## src/hdl/rass_pkg.sv

```systemverilog
`timescale 1ns / 1ps

package rass_pkg;

   localparam int RADAR_WORD_BITS_DEFAULT = 15;
   localparam int ALT_BITS_DEFAULT        = 16;

   localparam int RADAR_DATA_W = 15;
   localparam int ALT_VALUE_W  = 16;
   localparam int ALT_CODE_W   = 15;
   localparam int SCALER_W     = 7;
   localparam int STROBE_W     = 4;

   localparam logic OP_TICK      = 1'b0;
   localparam logic OP_ALT_WRITE = 1'b1;

   localparam logic [SCALER_W-1:0] SC_STROBE    = 7'o177;
   localparam logic [SCALER_W-1:0] SC_ALT_START = 7'o001;
   localparam logic [5:0]          SC_GTSET     = 6'o75;
   localparam logic [5:0]          SC_DISARM    = 6'o71;
   localparam logic [1:0]          SC_PULSE     = 2'b11;

   localparam logic [STROBE_W-1:0] STROBE_MAX    = 4'd15;
   localparam logic [STROBE_W-1:0] STROBE_SAMPLE = 4'd8;
   localparam logic [STROBE_W-1:0] STROBE_ARM    = 4'd9;

   localparam logic [ALT_CODE_W-1:0] ALT_CODE_ONE  = 15'o15;
   localparam logic [ALT_CODE_W-1:0] ALT_CODE_ZERO = 15'o16;

   localparam logic [1:0] PULSE_NONE  = 2'd0;
   localparam logic [1:0] PULSE_PLUS  = 2'd1;
   localparam logic [1:0] PULSE_MINUS = 2'd2;

   typedef struct packed {
      logic                    operation;
      logic [SCALER_W-1:0]     scaler;
      logic                    radar_activity;
      logic                    radar_unit;
      logic [1:0]              radar_item;
      logic [RADAR_DATA_W-1:0] radar_data;
      logic                    altitude_indicator;
      logic                    altitude_rate;
      logic [ALT_CODE_W-1:0]   alt_bit_code;
   } req_item_type;

   typedef struct packed {
      logic [1:0]             radar_count_pulse;
      logic                   alt_count_pulse;
      logic                   radar_sample;
      logic                   radar_unit_used;
      logic [1:0]             radar_item_used;
      logic                   radar_interrupt;
      logic                   clear_radar_activity;
      logic                   alt_valid;
      logic                   alt_is_rate;
      logic [ALT_VALUE_W-1:0] alt_value;
      logic                   clear_alt_indicator;
   } rsp_item_type;

endpackage

```

## src/hdl/radar_altimeter_serial_sequencer_unit.sv

```systemverilog
`timescale 1ns / 1ps
// The result item is registered in the cycle after the input item is accepted.
// One item is taken per cycle unless the output stalls; the single result register sets this rate.
// An item is taken whenever the result register is empty or being emptied.
// Reset (synchronous, active high) clears all sequencer state and the
// result valid flag.
module radar_altimeter_serial_sequencer_unit
   import rass_pkg::*;
#(
   parameter int RADAR_WORD_BITS = RADAR_WORD_BITS_DEFAULT,
   parameter int ALT_BITS        = ALT_BITS_DEFAULT
) (
   input  logic         clock,
   input  logic         reset,
   input  logic         req_valid,
   output logic         req_stall,
   input  req_item_type req_item,
   output logic         rsp_valid,
   input  logic         rsp_stall,
   output rsp_item_type rsp_item
);

   logic                       activity_ff, activity_in;
   logic [STROBE_W-1:0]        count_ff, count_in;
   logic [RADAR_WORD_BITS-1:0] word_ff, word_in;
   logic                       radar_armed_ff, radar_armed_in;
   logic                       alt_armed_ff, alt_armed_in;
   logic [ALT_BITS-1:0]        alt_shift_ff, alt_shift_in;
   logic                       rsp_valid_ff, rsp_valid_in;
   rsp_item_type               rsp_item_ff, rsp_item_in;

   logic                       req_take;
   logic [RADAR_WORD_BITS+RADAR_DATA_W-1:0] data_ext;
   logic [ALT_BITS+ALT_VALUE_W-1:0]         alt_ext;

   assign req_stall = rsp_valid_ff && rsp_stall;
   assign req_take  = req_valid && !req_stall;
   assign rsp_valid = rsp_valid_ff;
   assign rsp_item  = rsp_item_ff;

   assign data_ext = {{RADAR_WORD_BITS{1'b0}}, req_item.radar_data};

   always_comb begin
      logic gtset;
      gtset          = (req_item.scaler[5:0] == SC_GTSET);
      activity_in    = activity_ff;
      count_in       = count_ff;
      word_in        = word_ff;
      radar_armed_in = radar_armed_ff;
      alt_armed_in   = alt_armed_ff;
      alt_shift_in   = alt_shift_ff;
      rsp_item_in    = '0;
      alt_ext        = {{ALT_VALUE_W{1'b0}}, alt_shift_ff};

      if (req_item.operation == OP_ALT_WRITE) begin
         if (req_item.alt_bit_code == ALT_CODE_ONE) begin
            alt_shift_in = {alt_shift_ff[ALT_BITS-2:0], 1'b1};
         end else if (req_item.alt_bit_code == ALT_CODE_ZERO) begin
            alt_shift_in = {alt_shift_ff[ALT_BITS-2:0], 1'b0};
         end
      end else begin
         if (req_item.scaler == SC_STROBE) begin
            activity_in = req_item.radar_activity;
            if (activity_in && count_in != STROBE_MAX) begin
               count_in = count_in + STROBE_W'(1);
            end
            if (count_in == STROBE_SAMPLE) begin
               word_in                     = data_ext[RADAR_WORD_BITS-1:0];
               rsp_item_in.radar_sample    = 1'b1;
               rsp_item_in.radar_unit_used = req_item.radar_unit;
               rsp_item_in.radar_item_used = req_item.radar_item;
            end
         end

         if (count_in == STROBE_ARM && gtset) begin
            radar_armed_in = 1'b1;
         end

         if (radar_armed_in) begin
            if (req_item.scaler[1:0] == SC_PULSE) begin
               rsp_item_in.radar_count_pulse =
                  word_in[RADAR_WORD_BITS-1] ? PULSE_PLUS : PULSE_MINUS;
               word_in = {word_in[RADAR_WORD_BITS-2:0], 1'b0};
            end
            if (req_item.scaler[5:0] == SC_DISARM) begin
               radar_armed_in                   = 1'b0;
               count_in                         = '0;
               rsp_item_in.radar_interrupt      = 1'b1;
               rsp_item_in.clear_radar_activity = 1'b1;
            end
         end

         if (req_item.scaler == SC_ALT_START && req_item.altitude_indicator) begin
            alt_armed_in = 1'b1;
            alt_shift_in = '0;
         end

         alt_ext = {{ALT_VALUE_W{1'b0}}, alt_shift_in};

         if (alt_armed_in) begin
            if (req_item.scaler[1:0] == SC_PULSE) begin
               rsp_item_in.alt_count_pulse = 1'b1;
            end else if (gtset) begin
               alt_armed_in                    = 1'b0;
               rsp_item_in.alt_valid           = 1'b1;
               rsp_item_in.alt_is_rate         = req_item.altitude_rate;
               rsp_item_in.alt_value           = alt_ext[ALT_VALUE_W-1:0];
               rsp_item_in.clear_alt_indicator = 1'b1;
            end
         end
      end
   end

   always_comb begin
      rsp_valid_in = rsp_valid_ff;
      if (req_take) begin
         rsp_valid_in = 1'b1;
      end else if (!rsp_stall) begin
         rsp_valid_in = 1'b0;
      end
   end

   always_ff @(posedge clock) begin
      if (reset) begin
         activity_ff    <= 1'b0;
         count_ff       <= '0;
         word_ff        <= '0;
         radar_armed_ff <= 1'b0;
         alt_armed_ff   <= 1'b0;
         alt_shift_ff   <= '0;
         rsp_valid_ff   <= 1'b0;
      end else begin
         rsp_valid_ff <= rsp_valid_in;
         if (req_take) begin
            activity_ff    <= activity_in;
            count_ff       <= count_in;
            word_ff        <= word_in;
            radar_armed_ff <= radar_armed_in;
            alt_armed_ff   <= alt_armed_in;
            alt_shift_ff   <= alt_shift_in;
         end
      end
   end

   always_ff @(posedge clock) begin
      if (req_take) begin
         rsp_item_ff <= rsp_item_in;
      end
   end

endmodule
```

## config.mk

```make
export PLATFORM = sky130hd
export DESIGN_NAME = radar_altimeter_serial_sequencer_unit
export DESIGN_NICKNAME = d
export VERILOG_FILES = /design/src/hdl/rass_pkg.sv /design/src/hdl/radar_altimeter_serial_sequencer_unit.sv
export SDC_FILE = /design/constraint.sdc
export NUM_CORES = 1
export LEC_CHECK = 0
export ABC_CLOCK_PERIOD_IN_PS = 2200
export BUFFER_PORTS_ARGS = -buffer_cell sky130_fd_sc_hd__buf_2
export CAP_MARGIN = 30
export CORE_MARGIN = 2
export CORE_UTILIZATION = 40
export CTS_CLUSTER_DIAMETER = 50
export CTS_CLUSTER_SIZE = 10
export DETAILED_ROUTE_END_ITERATION = 8
export GPL_TIMING_DRIVEN = 0
export PLACE_DENSITY = 0.61
export SLEW_MARGIN = 20
export SYNTH_ARGS = -nofsm -noshare
export SYNTH_HDL_FRONTEND = slang
export SYNTH_SLANG_ARGS = --single-unit
```

## constraint.sdc

```tcl
create_clock -name clock -period 2.2 [get_ports clock]
set_input_delay 0.11 -clock clock [delete_from_list [all_inputs] [get_ports clock]]
set_output_delay 0.11 -clock clock [all_outputs]
set_load 0.03 [all_outputs]
```

**After elaboration in Yosys (flattened, before gate mapping)**

Index checks and enable logic that the tools add are counted.

- Register bits: 66
- Bits in latches: 0
- RAM bits: 0
- ROM bits: 0
- Input bits: 48
- Output and inout bits: 30
- Logic and storage cells: 84
- Memories: 0

- Add/subtract/negate cells: 1
- Multipliers: 0
- Divide/modulo/power cells: 0
- Order comparisons: 0
- Equality and inequality tests: 12
- Shifts and indexed selects: 0
- Mux-type cells: 32
- Bitwise operators: 7
- Reductions and logical operators: 15

Operators with widths:

| kind | count |
|---|---|
| 2-to-1 mux 15 bit | 5 |
| 2-to-1 mux 16 bit | 4 |
| 2-to-1 mux 4 bit | 8 |
| equality test 15 x 4 -> 1 bit, second input constant | 2 |
| 2-to-1 mux 19 bit | 1 |
| equality test 6 bit, second input constant | 2 |
| 2-to-1 mux 1 bit | 12 |
| OR reduction 3 bit | 3 |
| equality test 4 bit, second input constant | 2 |
| equality test 7 x 1 -> 1 bit, second input constant | 1 |
| equality test 7 bit, second input constant | 1 |
| NOT 1 bit | 7 |
| OR reduction 2 bit | 3 |
| logical AND 1 bit | 5 |
| adder 4 x 1 -> 4 bit, second input constant | 1 |
| 2-to-1 mux 2 bit | 2 |
| inequality test 4 bit, second input constant | 1 |
| AND reduction 2 bit | 2 |
| OR reduction 4 bit | 1 |
| inequality test 3 x 1 -> 1 bit, second input constant | 1 |
| equality test 2 bit, second input constant | 1 |
| inequality test 2 x 1 -> 1 bit, second input constant | 1 |
| logical NOT 1 bit | 1 |

**Logic depth before layout (Yosys ltp)**

Gate-level depths: netlist (run 1).

- Depth after elaboration: 13
- Depth in mapped cells: 8
- Mapped depth without buffers: 6

**Least setup slack after synthesis (run 1)**

No wires, ideal clock.

- Path kind: register to register
- Start point: reg rsp_valid_ff (netlist: rsp_valid)
- End point: reg alt_shift_ff[3]
- Setup time: 0.071 ns
- Arrival: 1.840 ns
- Required time: 2.129 ns
- Setup slack: 0.289 ns
- Cell stages (with the launch flop): 9
- Path through: dfxtp_1 -> a21bo_2 -> inv_2 -> and2_1 -> and4_1 -> buf_2 -> buf_2 -> nand2_1 -> a21oi_1

- Longest elaborated chain between the ends: 4

RTL lines:

| what | line | RTL |
|---|---|---|
| start: declaration | radar_altimeter_serial_sequencer_unit.sv:29 | `logic rsp_valid_ff, rsp_valid_in;` |
| start signal: assignment | radar_altimeter_serial_sequencer_unit.sv:133 | `rsp_valid_ff <= rsp_valid_in;` |
| logical AND 1 bit | radar_altimeter_serial_sequencer_unit.sv:36 | `assign req_stall = rsp_valid_ff && rsp_stall;` |
| logical NOT 1 bit | radar_altimeter_serial_sequencer_unit.sv:37 | `assign req_take = req_valid && !req_stall;` |
| logical AND 1 bit | radar_altimeter_serial_sequencer_unit.sv:37 |  |
| via req_take | radar_altimeter_serial_sequencer_unit.sv:32 | `logic req_take;` |
| AND reduction 2 bit (no source line) | n/a |  |
| end signal: assignment | radar_altimeter_serial_sequencer_unit.sv:140 | `alt_shift_ff <= alt_shift_in;` |
| end: declaration | radar_altimeter_serial_sequencer_unit.sv:28 | `logic [ALT_BITS-1:0] alt_shift_ff, alt_shift_in;` |

The timed path passes the listed nets, and every way through them passes these cells.
A chain may end at the register's enable or synchronous reset.

**Final worst setup path (run 1)**

- Start point: reg count_ff[0]
- End point: reg rsp_item_ff, in the netlist rsp_item[27], data pin

- Longest elaborated chain between the ends: 13
- Elaborated cells on any way between the ends: 19
- Those cells by class: add/sub: 1; eq/ne: 3; mux: 11; bitwise: 1; reduce/logical: 3

RTL lines:

| what | line | RTL |
|---|---|---|
| start: declaration | radar_altimeter_serial_sequencer_unit.sv:24 | `logic [STROBE_W-1:0] count_ff, count_in;` |
| start signal: assignment | radar_altimeter_serial_sequencer_unit.sv:136 | `count_ff <= count_in;` |
| branches (longest 13 deep; another with adder 4 x 1 -> 4 bit) | n/a |  |
| end signal: assignment | radar_altimeter_serial_sequencer_unit.sv:147 | `rsp_item_ff <= rsp_item_in;` |
| end: declaration | radar_altimeter_serial_sequencer_unit.sv:30 | `rsp_item_type rsp_item_ff, rsp_item_in;` |

Parallel ways; which one is timed is not known. The select of a mux whose other input is x is not followed.

==> summary.txt, run 1 <==
TIMING
--------------------------------------------------------------------------------
Min Clock Period, post-route ......................................      2030 ps
Least-Margin Pin Slew .............................................       528 ps
Layout Skew .......................................................      13.1 ps
Setup total negative slack ........................................         0 ps
Slew headroom .....................................................        64.8%
Highest clock rate ................................................    0.494 GHz
Count of endpoints failing setup in the final report ..............            0
Final critical-path share of the clock period .....................        92.1%
Final Hold Viols ..................................................            0
RSZ-0062 raised after global routing ..............................        false
Final slew viol count .............................................            0
Crit path setup slack, layout .....................................       174 ps

POWER AND IR DROP
--------------------------------------------------------------------------------
PwrDens ...........................................................   708 mW/mm²
Reported leakage power ............................................      1.55 nW
Worst vdd ir ......................................................     0.337 mV

GLOBAL ROUTING
--------------------------------------------------------------------------------
Pin count of the biggest net entering global routing ..............           30
Total overflow reported by the global router ......................            0
Number of global-route vias before repair .........................        2,529
First-pass GRT wire length ........................................    12,100 µm
Number of antenna violations at the first check in global routing .            0
Total global routing track utilization ............................        17.6%

CTS
--------------------------------------------------------------------------------
Clock transition at the registers of the reported paths ...........        70 ps
Setup Buffers After CTS ...........................................            0
Maximum level of the CTS H-tree ...................................            3
Clock Tree Buf Depth ..............................................            2
Total number of clock tree sinks ..................................           64
CTS tree ..........................................................          yes
Clock network latency to the later pin of the worst-skew pair .....       350 ps
Inserted Clock Buffers ............................................            9
Cell chosen for the clock root .................................... sky130_fd_sc_hd__clkbuf_8

WORST SETUP PATH
--------------------------------------------------------------------------------
CP Buf/Inv Count ..................................................            1
Crit Reg-Reg Startpoint ........................................... count_ff[0]$_SDFFE_PP0P_
Maximum cell stage delay along the critical path ..................       360 ps
Kind of critical path ............................................. flip-flop to flip-flop
Reg-to-reg slack, setup ...........................................       170 ps
Endpoint of the lowest-slack register-to-register path ............ rsp_item[27]$_SDFFCE_PP0P_
Cell count of the worst reg-to-reg path ...........................            7
CP required .......................................................      2380 ps
Top fanout value on the critical path .............................           10
Series of cell instances along the critical path .................. ha_1, nand3b_1, a21oi_2, o211a_4, buf_6, mux2i_1, nor3b_1
CP Capture Type ...................................................    flip-flop
Cell family with the largest share of critical-path delay ......... simple AND/OR/NAND/NOR gates
Nature of the critical path startpoint ............................    flip-flop
Slowest cell on the critical path ................................. sky130_fd_sc_hd__dfxtp_1
Endpoint arrival time on the critical path ........................      2200 ps

FINISH
--------------------------------------------------------------------------------
Layout fillers ....................................................          718
Post-synthesis to final-layout area growth ........................        25.1%
Net count, final ..................................................          444
Share of post-route cells with drive strength above 1 .............        30.3%
ANT cells .........................................................            0

FLOORPLAN
--------------------------------------------------------------------------------
Number of I/O pins ................................................           78
Vertical extent of the die ........................................      92.6 µm
Die area ..........................................................  0.00857 mm²
Placeable core area ...............................................  0.00765 mm²
Die W .............................................................      92.6 µm
Initial core utilization ..........................................        41.1%
Num rows ..........................................................           32

SYNTH
--------------------------------------------------------------------------------
Nets in the synthesized netlist ...................................          356
Synthesized instance count ........................................          307
Mean instance size in the synthesized netlist .....................     10.2 µm²
Distinct cell type count of the synthesized netlist ...............           52
Cell with the most instances after synthesis ...................... sky130_fd_sc_hd__dfxtp_1
Number of synthesis warnings ......................................            0
Fraction of the yosys area taken by sequential cells ..............        49.1%
Fraction of registers with async set or reset after synthesis .....           0%
Synth area leaders ................................................ sky130_fd_sc_hd__edfxtp_1 (25%), sky130_fd_sc_hd__dfxtp_1 (24%), sky130_fd_sc_hd__and2_1 (4.8%), sky130_fd_sc_hd__mux2i_1 (4.5%), sky130_fd_sc_hd__nand3b_1 (3.8%)
Most instantiated flip-flop cell in the synthesis netlist ......... sky130_fd_sc_hd__dfxtp_1
EDFF count, synth .................................................           26
Commonest cells post-synth ........................................ sky130_fd_sc_hd__dfxtp_1 (38), sky130_fd_sc_hd__edfxtp_1 (26), sky130_fd_sc_hd__and2_1 (24), sky130_fd_sc_hd__nand3_1 (22), sky130_fd_sc_hd__nand2_1 (19)
Cell taking the most area after synthesis ......................... sky130_fd_sc_hd__edfxtp_1
Area of the mapped netlist ........................................  0.00314 mm²
Number of storage elements in the synthesis netlist ...............           64
Area fraction of the dominant cell type after synthesis ...........        24.9%

PLACEMENT
--------------------------------------------------------------------------------
Number of port buffers ............................................           76
Gpl congestion ....................................................        0.789
Worst Setup Slack post-DPL ........................................      97.6 ps
HPWL after DPL ....................................................      5110 µm

DRT
--------------------------------------------------------------------------------
Final antenna-violating net count .................................            0
Detailed router's first-iteration violation count .................          102
Mean routed wirelength per cell ...................................      14.1 µm
Total detailed-routing wirelength .................................      7080 µm
Average vias per placed instance ..................................         5.29
Routed via count ..................................................        2,658
DRT Pass-1 Iters ..................................................            4
DRC viols .........................................................            0

HOLD PATH
--------------------------------------------------------------------------------
Hold path depth ...................................................            2
Hold Path End ..................................................... rsp_item[23]$_SDFFCE_PP0P_
Beginning of the worst hold path .................................. req_item[34]
Hold crit path type ............................................... input pin to flip-flop

STATUS
--------------------------------------------------------------------------------
Outcome ........................................................... finished, final reports clean

JOB
--------------------------------------------------------------------------------
# Max-Cap Violations ..............................................            0

[report_power, final]
group | switching, W | leakage (nW) | total [W] | internal, W
sequential | 0.00000569 | 0.566 | 0.00126 | 0.00126
combinational | 0.000141 | 0.854 | 0.000217 | 0.0000755
clock | 0.000478 | 0.132 | 0.00130 | 0.000825
[routing by layer]
layer	routed length (µm)	up-vias	GRT usage (%)
met3	381	9	4.31
met5	0	-	0
met1	3140	1257	22.5
met4	70	0	5.60
met2	3490	64	29.3
li1	-	1328	-
[metrics by stage]
step	total power (W)	hold WS, ps	instances	cell area, µm²	utilization (%)
CTS	0.00280	32.8	502	3920	51.2
global placement	0.00150	333	485	3650	47.7
detailed placement	0.00150	356	485	3650	47.7
finish	0.00278	42.8	502	3930	51.3
global route	0.00288	42.9	502	3930	51.3
floorplan	0.00141	231	307	3140	-
[logic make-up (layout without fill, tap and decap cells)]
logic type               count (synthesis)  in the layout  share of synthesized area [%]
AND/OR/NAND/NOR                        141            141                           26.9
adder cells (fa/ha/maj)                  1              1                          0.399
flip-flops                              64             64                           49.1
AO/OA/AOI/OAI                           58             58                           14.1
multiplexers                            15             15                           4.82
buffers and inverters                   27            120                           4.42
XOR/XNOR                                 1              1                          0.279
[flip-flops by register name (all words and copies together) (netlist names)]
name	flops
rsp_item	26
alt_shift_ff	16
word_ff	15
count_ff	4
alt_armed_ff	1
radar_armed_ff	1
rsp_valid	1
[worst max path at each step]
stage,from,endpoint,slack (ps),cells after the start
2_1_floorplan,rsp_valid$_SDFFE_PP0P_,alt_shift_ff[3]$_SDFFE_PP0P_,290,8
3_3_place_gp,rsp_valid$_SDFFE_PP0P_,alt_shift_ff[3]$_SDFFE_PP0P_,100,7
3_5_place_dp,rsp_valid$_SDFFE_PP0P_,alt_shift_ff[3]$_SDFFE_PP0P_,100,7
4_1_cts,rsp_valid$_SDFFE_PP0P_,alt_shift_ff[3]$_SDFFE_PP0P_,80,7
5_1_grt,count_ff[0]$_SDFFE_PP0P_,rsp_item[27]$_SDFFCE_PP0P_,10,7
6_report,count_ff[0]$_SDFFE_PP0P_,rsp_item[27]$_SDFFCE_PP0P_,170,7
[final cells by class]
class                   instances  area (µm²)  share of cell area (%)
plain buffers                  23         124                    3.15
clock buffers                  10         149                    3.79
clock inverters                 6         113                    2.87
inverters                       4        17.5                   0.446
multi-input cells             216        1460                    37.3
flip-flops and latches         64        1540                    39.3
well taps                     102         128                    3.25
repair buffers                 77         390                    9.94
[timing repair]
action,in CTS,in global routing
hold buffers,1,0
endpoints found under the hold margin,1,0
gates resized for setup,0,3
endpoints found under the setup margin,0,19
[cells in the final DEF, fill, tap and decap left out, drive strengths merged, types with 2 or more instances in the layout]
cell type / count
and2: 24
edfxtp: 26
inv: 5
a211oi: 2
mux2i: 14
nor2: 11
nor3: 7
or3: 2
nand3b: 16
nand3: 23
nand2b: 16
o21ai: 3
nor3b: 3
bufinv: 3
nor2b: 2
nor4: 4
nand2: 19
clkinv: 2
and3: 4
buf: 89
a21oi: 19
dfxtp: 38
clkbuf: 20
nand4: 7
o311ai: 13
o2111ai: 13
Note: power is estimated with default switching activity, not from simulation.
==> run 2: changes to the inputs <==
--- a/config.mk
+++ b/config.mk
@@ -7,5 +7,4 @@
 export LEC_CHECK = 0
 export ABC_CLOCK_PERIOD_IN_PS = 2200
-export BUFFER_PORTS_ARGS = -buffer_cell sky130_fd_sc_hd__buf_2
 export CAP_MARGIN = 30
 export CORE_MARGIN = 2
@@ -14,6 +13,7 @@
 export CTS_CLUSTER_SIZE = 10
 export DETAILED_ROUTE_END_ITERATION = 8
+export DONT_BUFFER_PORTS = 1
 export GPL_TIMING_DRIVEN = 0
-export PLACE_DENSITY = 0.61
+export PLACE_DENSITY = 0.52
 export SLEW_MARGIN = 20
 export SYNTH_ARGS = -nofsm -noshare
==> constraint.sdc (replaced) <==
create_clock -name clock -period 2.2 [get_ports clock]
set_input_delay 0.11 -clock clock [delete_from_list [all_inputs] [get_ports clock]]
set_output_delay 0.11 -clock clock [all_outputs]
set_load 0.05 [all_outputs]
==> summary.txt, run 2 (synthesis gave the netlist of run 1 again) <==
TIMING
--------------------------------------------------------------------------------
Min Clock Period, post-route ......................................      2040 ps   +10.9 ps
Final critical-path share of the clock period .....................        92.6%   +0.50 points
Worst hold slack after final layout ...............................      10.6 ps   -32.2 ps
Least-Margin Pin Slew .............................................       557 ps   +29.3 ps
Final slew viol count .............................................            0   unchanged
Count of endpoints failing setup in the final report ..............            0   unchanged
Final Hold Viols ..................................................            0   unchanged
RSZ-0062 raised after global routing ..............................        false
Layout Skew .......................................................      11.4 ps   -1.65 ps
Highest clock rate ................................................    0.491 GHz   -0.54%
Slew headroom .....................................................        62.9%   -2.0 points
Crit path setup slack, layout .....................................       163 ps   -10.9 ps

WORST SETUP PATH
--------------------------------------------------------------------------------
CP Capture Type ...................................................    flip-flop
Reg-to-reg slack, setup ...........................................       160 ps   about the same
Endpoint of the lowest-slack register-to-register path ............ alt_shift_ff[0]$_SDFFE_PP0P_
CP required .......................................................      2470 ps   +90 ps
Crit Reg-Reg Startpoint ........................................... rsp_valid$_SDFFE_PP0P_
Series of cell instances along the critical path .................. a21bo_2, inv_6, and3_1, nand4_1, dlygate4sd3_1, a21oi_1
CP Buf/Inv Count ..................................................            2   +1
Top fanout value on the critical path .............................           29   +19
Nature of the critical path startpoint ............................    flip-flop
Kind of critical path ............................................. flip-flop to flip-flop
Cell count of the worst reg-to-reg path ...........................            6   -1
Endpoint arrival time on the critical path ........................      2310 ps   +110 ps
Slowest cell on the critical path ................................. sky130_fd_sc_hd__dlygate4sd3_1
Cell family with the largest share of critical-path delay ......... buffers and inverters
Maximum cell stage delay along the critical path ..................       560 ps   +200 ps

DRT
--------------------------------------------------------------------------------
Routed via count ..................................................        2,444   -8.1%
Mean routed wirelength per cell ...................................      16.0 µm   +13%
DRC viols .........................................................            0   unchanged
Average vias per placed instance ..................................         5.49   +3.7%
DRT Pass-1 Iters ..................................................            4   unchanged
Detailed router's first-iteration violation count .................           86   -16%
Total detailed-routing wirelength .................................      7110 µm   +0.49%
Final antenna-violating net count .................................            0   unchanged

FINISH
--------------------------------------------------------------------------------
Post-synthesis to final-layout area growth ........................        18.7%
Finished Layout Cells .............................................          445   -11%
Share of post-route cells with drive strength above 1 .............        13.7%   -17 points
Most used cells in the layout excluding fill and tap cells ........ sky130_fd_sc_hd__dfxtp_1 (37), sky130_fd_sc_hd__edfxtp_1 (26), sky130_fd_sc_hd__and2_1 (24)
Net count, final ..................................................          387   -13%
Number of flip-flops in the largest register ......................           26   unchanged
Area occupied by registers ........................................  0.00154 mm²   about the same
Layout Cell Area excl Fill ........................................  0.00372 mm²   -5.1%
ANT cells .........................................................            0   unchanged
Layout fillers ....................................................          741   +3.2%
Commonest non-fill, non-tap cell in the layout .................... sky130_fd_sc_hd__dfxtp_1
Area of the multi-input gates .....................................  0.00147 mm²   +0.17%

CTS
--------------------------------------------------------------------------------
CTS tree ..........................................................          yes
Inserted Clock Buffers ............................................            9   unchanged
Clock transition at the registers of the reported paths ...........        70 ps   about the same
Clock network latency to the later pin of the worst-skew pair .....       350 ps   about the same
Maximum level of the CTS H-tree ...................................            3   unchanged
Clock Tree Buf Depth ..............................................            2   unchanged
Setup Buffers After CTS ...........................................            0   unchanged
Cell chosen for the clock root .................................... sky130_fd_sc_hd__clkbuf_8
Total number of clock tree sinks ..................................           64   unchanged

GLOBAL ROUTING
--------------------------------------------------------------------------------
Pin count of the biggest net entering global routing ..............           30   unchanged
Number of antenna violations at the first check in global routing .            0   unchanged
Total global routing track utilization ............................        17.3%   -0.29 points
Number of global-route vias before repair .........................        2,288   -9.5%
Total overflow reported by the global router ......................            0   unchanged
First-pass GRT wire length ........................................    11,700 µm   -3.2%

POWER AND IR DROP
--------------------------------------------------------------------------------
Worst vdd ir ......................................................     0.383 mV   +14%
PwrDens ...........................................................   730 mW/mm²   +3.1%
Reported leakage power ............................................      1.30 nW   -16%

PLACEMENT
--------------------------------------------------------------------------------
Worst Setup Slack post-DPL ........................................      -236 ps   -334 ps
Standard cell area after detailed placement .......................  0.00327 mm²   -10%
HPWL after DPL ....................................................      4830 µm   -5.5%
Number of port buffers ............................................            0   -100%
Gpl congestion ....................................................        0.830   +5.3%
Cell count after placement ........................................          409   -16%

FLOORPLAN
--------------------------------------------------------------------------------
Initial core utilization ..........................................        41.1%   unchanged
Number of I/O pins ................................................           78   unchanged
Vertical extent of the die ........................................      92.6 µm   unchanged
Placeable core area ...............................................  0.00765 mm²   unchanged
Die area ..........................................................  0.00857 mm²   unchanged
Die W .............................................................      92.6 µm   unchanged
Num rows ..........................................................           32   unchanged

JOB
--------------------------------------------------------------------------------
# Max-Cap Violations ..............................................            0   unchanged

HOLD PATH
--------------------------------------------------------------------------------
Beginning of the worst hold path .................................. req_item[20]
Hold crit path type ............................................... input pin to flip-flop
Hold Path End ..................................................... word_ff[4]$_SDFFE_PP0P_
Hold path depth ...................................................            2   unchanged

STATUS
--------------------------------------------------------------------------------
Outcome ........................................................... finished, final reports clean

run 2: routing by layer:
| layer | share of wire (%) | routed length (µm) | global-route usage (%) | vias up |
|---|---|---|---|---|
| met5 | 0 | 0 | 0 | - |
| met4 | 1.6 | 117 | 5.85 | 0 |
| met3 | 5.1 | 361 | 5.94 | 10 |
| met2 | 47 | 3320 | 26.8 | 66 |
| met1 | 47 | 3320 | 22.6 | 1153 |
| li1 | - | - | - | 1215 |
run 2: repair_timing:
action,CTS,global route
resized for setup,2,5
hold buffers,20,0
endpoints found under the hold margin,18,0
setup endpoints to repair,20,12
run 2: how the worst max path moves through the flow:
stage / end / depth (start not counted) / start / slack (ps)
2_1_floorplan: alt_shift_ff[3]$_SDFFE_PP0P_ / 8 / rsp_valid$_SDFFE_PP0P_ / 190
5_1_grt: rsp_item[27]$_SDFFCE_PP0P_ / 6 / count_ff[0]$_SDFFE_PP0P_ / 40
3_5_place_dp: alt_shift_ff[10]$_SDFFE_PP0P_ / 7 / rsp_valid$_SDFFE_PP0P_ / -240
4_1_cts: alt_shift_ff[10]$_SDFFE_PP0P_ / 7 / rsp_valid$_SDFFE_PP0P_ / 50
3_3_place_gp: alt_shift_ff[3]$_SDFFE_PP0P_ / 7 / rsp_valid$_SDFFE_PP0P_ / -190
6_report: alt_shift_ff[0]$_SDFFE_PP0P_ / 6 / rsp_valid$_SDFFE_PP0P_ / 160
run 2: worst register-to-register path, delay by kind of cell (launching register included):
family / cells / cell delay (ps)
AND/OR/NAND/NOR: 2 / 310
flip-flops: 1 / 420
buffers and inverters: 2 / 800
AO/OA/AOI/OAI: 2 / 430
run 2: layout make-up:
type                            count  share of cell area, %
Inverter                            4                  0.537
Tap cell                          102                   3.43
Buffer                             23                   3.36
Timing Repair Buffer               20                   5.37
Clock buffer                        9                   3.33
Sequential cell                    64                   41.4
Clock inverter                      7                   3.19
Multi-Input combinational cell    216                   39.4
run 2: power breakdown:
| group | leakage [nW] | switching, W | internal (W) |
|---|---|---|---|
| logic | 0.620 | 0.0000741 | 0.0000517 |
| registers | 0.566 | 0.0000934 | 0.00126 |
| clock network | 0.117 | 0.000487 | 0.000754 |
| total | 1.30 | 0.000655 | 0.00206 |
run 2: through the flow:
stage	power, W	utilization [%]	setup TNS (ps)
finish	0.00272	48.7	0
global placement	0.00147	42.7	-2500
CTS	0.00274	48.6	0
floorplan	0.00145	-	0
global route	0.00282	48.7	0
detailed placement	0.00148	42.7	-2870
==> run 3: changes to the inputs <==
==> constraint.sdc (replaced) <==
create_clock -name clock -period 2.2 [get_ports clock]
set_input_delay 0.22 -clock clock [delete_from_list [all_inputs] [get_ports clock]]
set_output_delay 0.22 -clock clock [all_outputs]
set_load 0.05 [all_outputs]
==> summary.txt, run 3 (synthesis gave the netlist of run 1 again) <==
CTS
--------------------------------------------------------------------------------
Total number of clock tree sinks ..................................           64   unchanged
Inserted Clock Buffers ............................................            9   unchanged
Maximum level of the CTS H-tree ...................................            3   unchanged
Clock network latency to the later pin of the worst-skew pair .....       350 ps   about the same
CTS tree ..........................................................          yes
Clock transition at the registers of the reported paths ...........        70 ps   about the same
Cell chosen for the clock root .................................... sky130_fd_sc_hd__clkbuf_8
Clock Tree Buf Depth ..............................................            2   unchanged

FINISH
--------------------------------------------------------------------------------
Post-layout util ..................................................        46.2%   -2.5 points
ANT cells .........................................................            0   unchanged
Post-synthesis to final-layout area growth ........................        12.6%
Number of flip-flops in the largest register ......................           26   unchanged
Layout Cell Area excl Fill ........................................  0.00353 mm²   -5.1%
Net count, final ..................................................          368   -4.9%
Share of post-route cells with drive strength above 1 .............        14.5%   +0.80 points
Commonest non-fill, non-tap cell in the layout .................... sky130_fd_sc_hd__dfxtp_1
Most used cells in the layout excluding fill and tap cells ........ sky130_fd_sc_hd__dfxtp_1 (37), sky130_fd_sc_hd__edfxtp_1 (26), sky130_fd_sc_hd__and2_1 (24)

GLOBAL ROUTING
--------------------------------------------------------------------------------
First-pass GRT wire length ........................................    11,400 µm   -2.7%
Total overflow reported by the global router ......................            0   unchanged
Total global routing track utilization ............................        16.8%   -0.47 points
Pin count of the biggest net entering global routing ..............           30   unchanged
Number of global-route vias before repair .........................        2,184   -4.5%
Number of antenna violations at the first check in global routing .            0   unchanged

DRT
--------------------------------------------------------------------------------
DRC viols .........................................................            0   unchanged
Detailed router's first-iteration violation count .................           79   -8.1%
Total detailed-routing wirelength .................................      6880 µm   -3.3%
DRT Pass-1 Iters ..................................................            4   unchanged
Average vias per placed instance ..................................         5.54   +0.96%
Routed via count ..................................................        2,362   -3.4%
Final antenna-violating net count .................................            0   unchanged
Mean routed wirelength per cell ...................................      16.2 µm   +1.0%

HOLD PATH
--------------------------------------------------------------------------------
Beginning of the worst hold path ..................................  req_item[1]
Hold Path End ..................................................... alt_shift_ff[0]$_SDFFE_PP0P_
Hold crit path type ............................................... input pin to flip-flop
Hold path depth ...................................................            3   +1

FLOORPLAN
--------------------------------------------------------------------------------
Num rows ..........................................................           32   unchanged
Placeable core area ...............................................  0.00765 mm²   unchanged
Vertical extent of the die ........................................      92.6 µm   unchanged
Number of I/O pins ................................................           78   unchanged
Initial core utilization ..........................................        41.1%   unchanged
Die area ..........................................................  0.00857 mm²   unchanged
Die W .............................................................      92.6 µm   unchanged

TIMING
--------------------------------------------------------------------------------
Slew headroom .....................................................        63.5%   +0.65 points
Count of endpoints failing setup in the final report ..............            0   unchanged
Highest clock rate ................................................    0.496 GHz   +0.98%
Min Clock Period, post-route ......................................      2020 ps   -19.8 ps
Final slew viol count .............................................            0   unchanged
RSZ-0062 raised after global routing ..............................        false
Layout Skew .......................................................      10.9 ps   -0.540 ps
Final critical-path share of the clock period .....................        91.7%   -0.90 points
Least-Margin Pin Slew .............................................       547 ps   -9.69 ps
Final Hold Viols ..................................................            0   unchanged
Crit path setup slack, layout .....................................       183 ps   +19.8 ps

WORST SETUP PATH
--------------------------------------------------------------------------------
Endpoint of the lowest-slack register-to-register path ............ rsp_item[27]$_SDFFCE_PP0P_
CP required .......................................................      2390 ps   -80 ps
CP Buf/Inv Count ..................................................            1   -1
Slowest cell on the critical path ................................. sky130_fd_sc_hd__dfxtp_1
Nature of the critical path startpoint ............................    flip-flop
Kind of critical path ............................................. flip-flop to flip-flop
Series of cell instances along the critical path .................. ha_2, nor3b_1, o211a_4, buf_6, mux2i_1, nor3b_2
Cell count of the worst reg-to-reg path ...........................            6   unchanged
Top fanout value on the critical path .............................           10   -66%
Endpoint arrival time on the critical path ........................      2210 ps   -100 ps
Maximum cell stage delay along the critical path ..................       440 ps   -120 ps
Crit Reg-Reg Startpoint ........................................... count_ff[0]$_SDFFE_PP0P_
Reg-to-reg slack, setup ...........................................       180 ps   +20 ps
Cell family with the largest share of critical-path delay ......... simple AND/OR/NAND/NOR gates
CP Capture Type ...................................................    flip-flop

POWER AND IR DROP
--------------------------------------------------------------------------------
Worst vdd ir ......................................................     0.386 mV   +0.62%
Reported leakage power ............................................      1.23 nW   -5.8%
Total power consumption of the routed design ......................    0.00269 W   -1.1%
PwrDens ...........................................................   761 mW/mm²   +4.3%

PLACEMENT
--------------------------------------------------------------------------------
Standard cell area after detailed placement .......................  0.00327 mm²   unchanged
Worst Setup Slack post-DPL ........................................      -236 ps   unchanged
Gpl congestion ....................................................        0.830   unchanged
HPWL after DPL ....................................................      4830 µm   unchanged
Number of port buffers ............................................            0   unchanged

STATUS
--------------------------------------------------------------------------------
Outcome ........................................................... finished, final reports clean

JOB
--------------------------------------------------------------------------------
# Max-Cap Violations ..............................................            0   unchanged

## run 3: cell count changes in the layout (fill, tap and decap cells not counted), sizes merged
cell and change:
dlygate4sd3 -19
## run 3: layout make-up
type / count / area, µm²
clock buffers: 9 / 124
well taps: 102 / 128
multi-input cells: 216 / 1470
inverters: 4 / 20.0
repair buffers: 1 / 10.0
fillers: 758 / 4110
clock inverters: 7 / 119
flip-flops and latches: 64 / 1540
plain buffers: 23 / 125
## run 3: tightest hold or removal path: stages
cell and delay (ps):
sky130_fd_sc_hd__nor2b_1 20, sky130_fd_sc_hd__nand4_1 60, sky130_fd_sc_hd__a21oi_1 60
## run 3: power breakdown
group | switching (W) | internal (W)
sequential | 0.0000934 | 0.00126
combinational | 0.0000682 | 0.0000305
clock | 0.000486 | 0.000754
## run 3: timing repair
item | in CTS | in global routing
pin swaps | 0 | 0
hold endpoints to repair | 1 | 0
setup buffers | 0 | 0
hold buffers | 1 | 0
endpoints found under the setup margin | 20 | 11
gates resized for setup | 2 | 5
## run 3: metrics by stage
step	cells	setup TNS [ps]	hold slack, ps
2_1_floorplan	307	0	341
3_3_place_gp	409	-2500	350
3_5_place_dp	409	-2870	354
4_1_cts	426	0	44.0
5_1_grt	426	0	52.2
6_report	426	0	58.2
## run 3: worst max-delay path by stage
stage                                        start  depth (start not counted)  slack (ps)                            end
after floorplan             rsp_valid$_SDFFE_PP0P_                          8         190   alt_shift_ff[3]$_SDFFE_PP0P_
after CTS                   rsp_valid$_SDFFE_PP0P_                          7          50  alt_shift_ff[10]$_SDFFE_PP0P_
after global routing      count_ff[0]$_SDFFE_PP0P_                          6          40     rsp_item[27]$_SDFFCE_PP0P_
final                     count_ff[0]$_SDFFE_PP0P_                          6         180     rsp_item[27]$_SDFFCE_PP0P_
after global placement      rsp_valid$_SDFFE_PP0P_                          7        -190   alt_shift_ff[3]$_SDFFE_PP0P_
after detailed placement    rsp_valid$_SDFFE_PP0P_                          7        -240  alt_shift_ff[10]$_SDFFE_PP0P_
## run 3: metal layers
metal | routed length (µm) | global-route usage, % | vias up | part of all wire (%)
met5 | 0 | 0 | - | 0
met4 | 86 | 5.22 | 0 | 1.3
met3 | 391 | 5.94 | 8 | 5.7
met2 | 3160 | 25.4 | 65 | 46
met1 | 3240 | 22.6 | 1110 | 47
li1 | - | - | 1179 | -
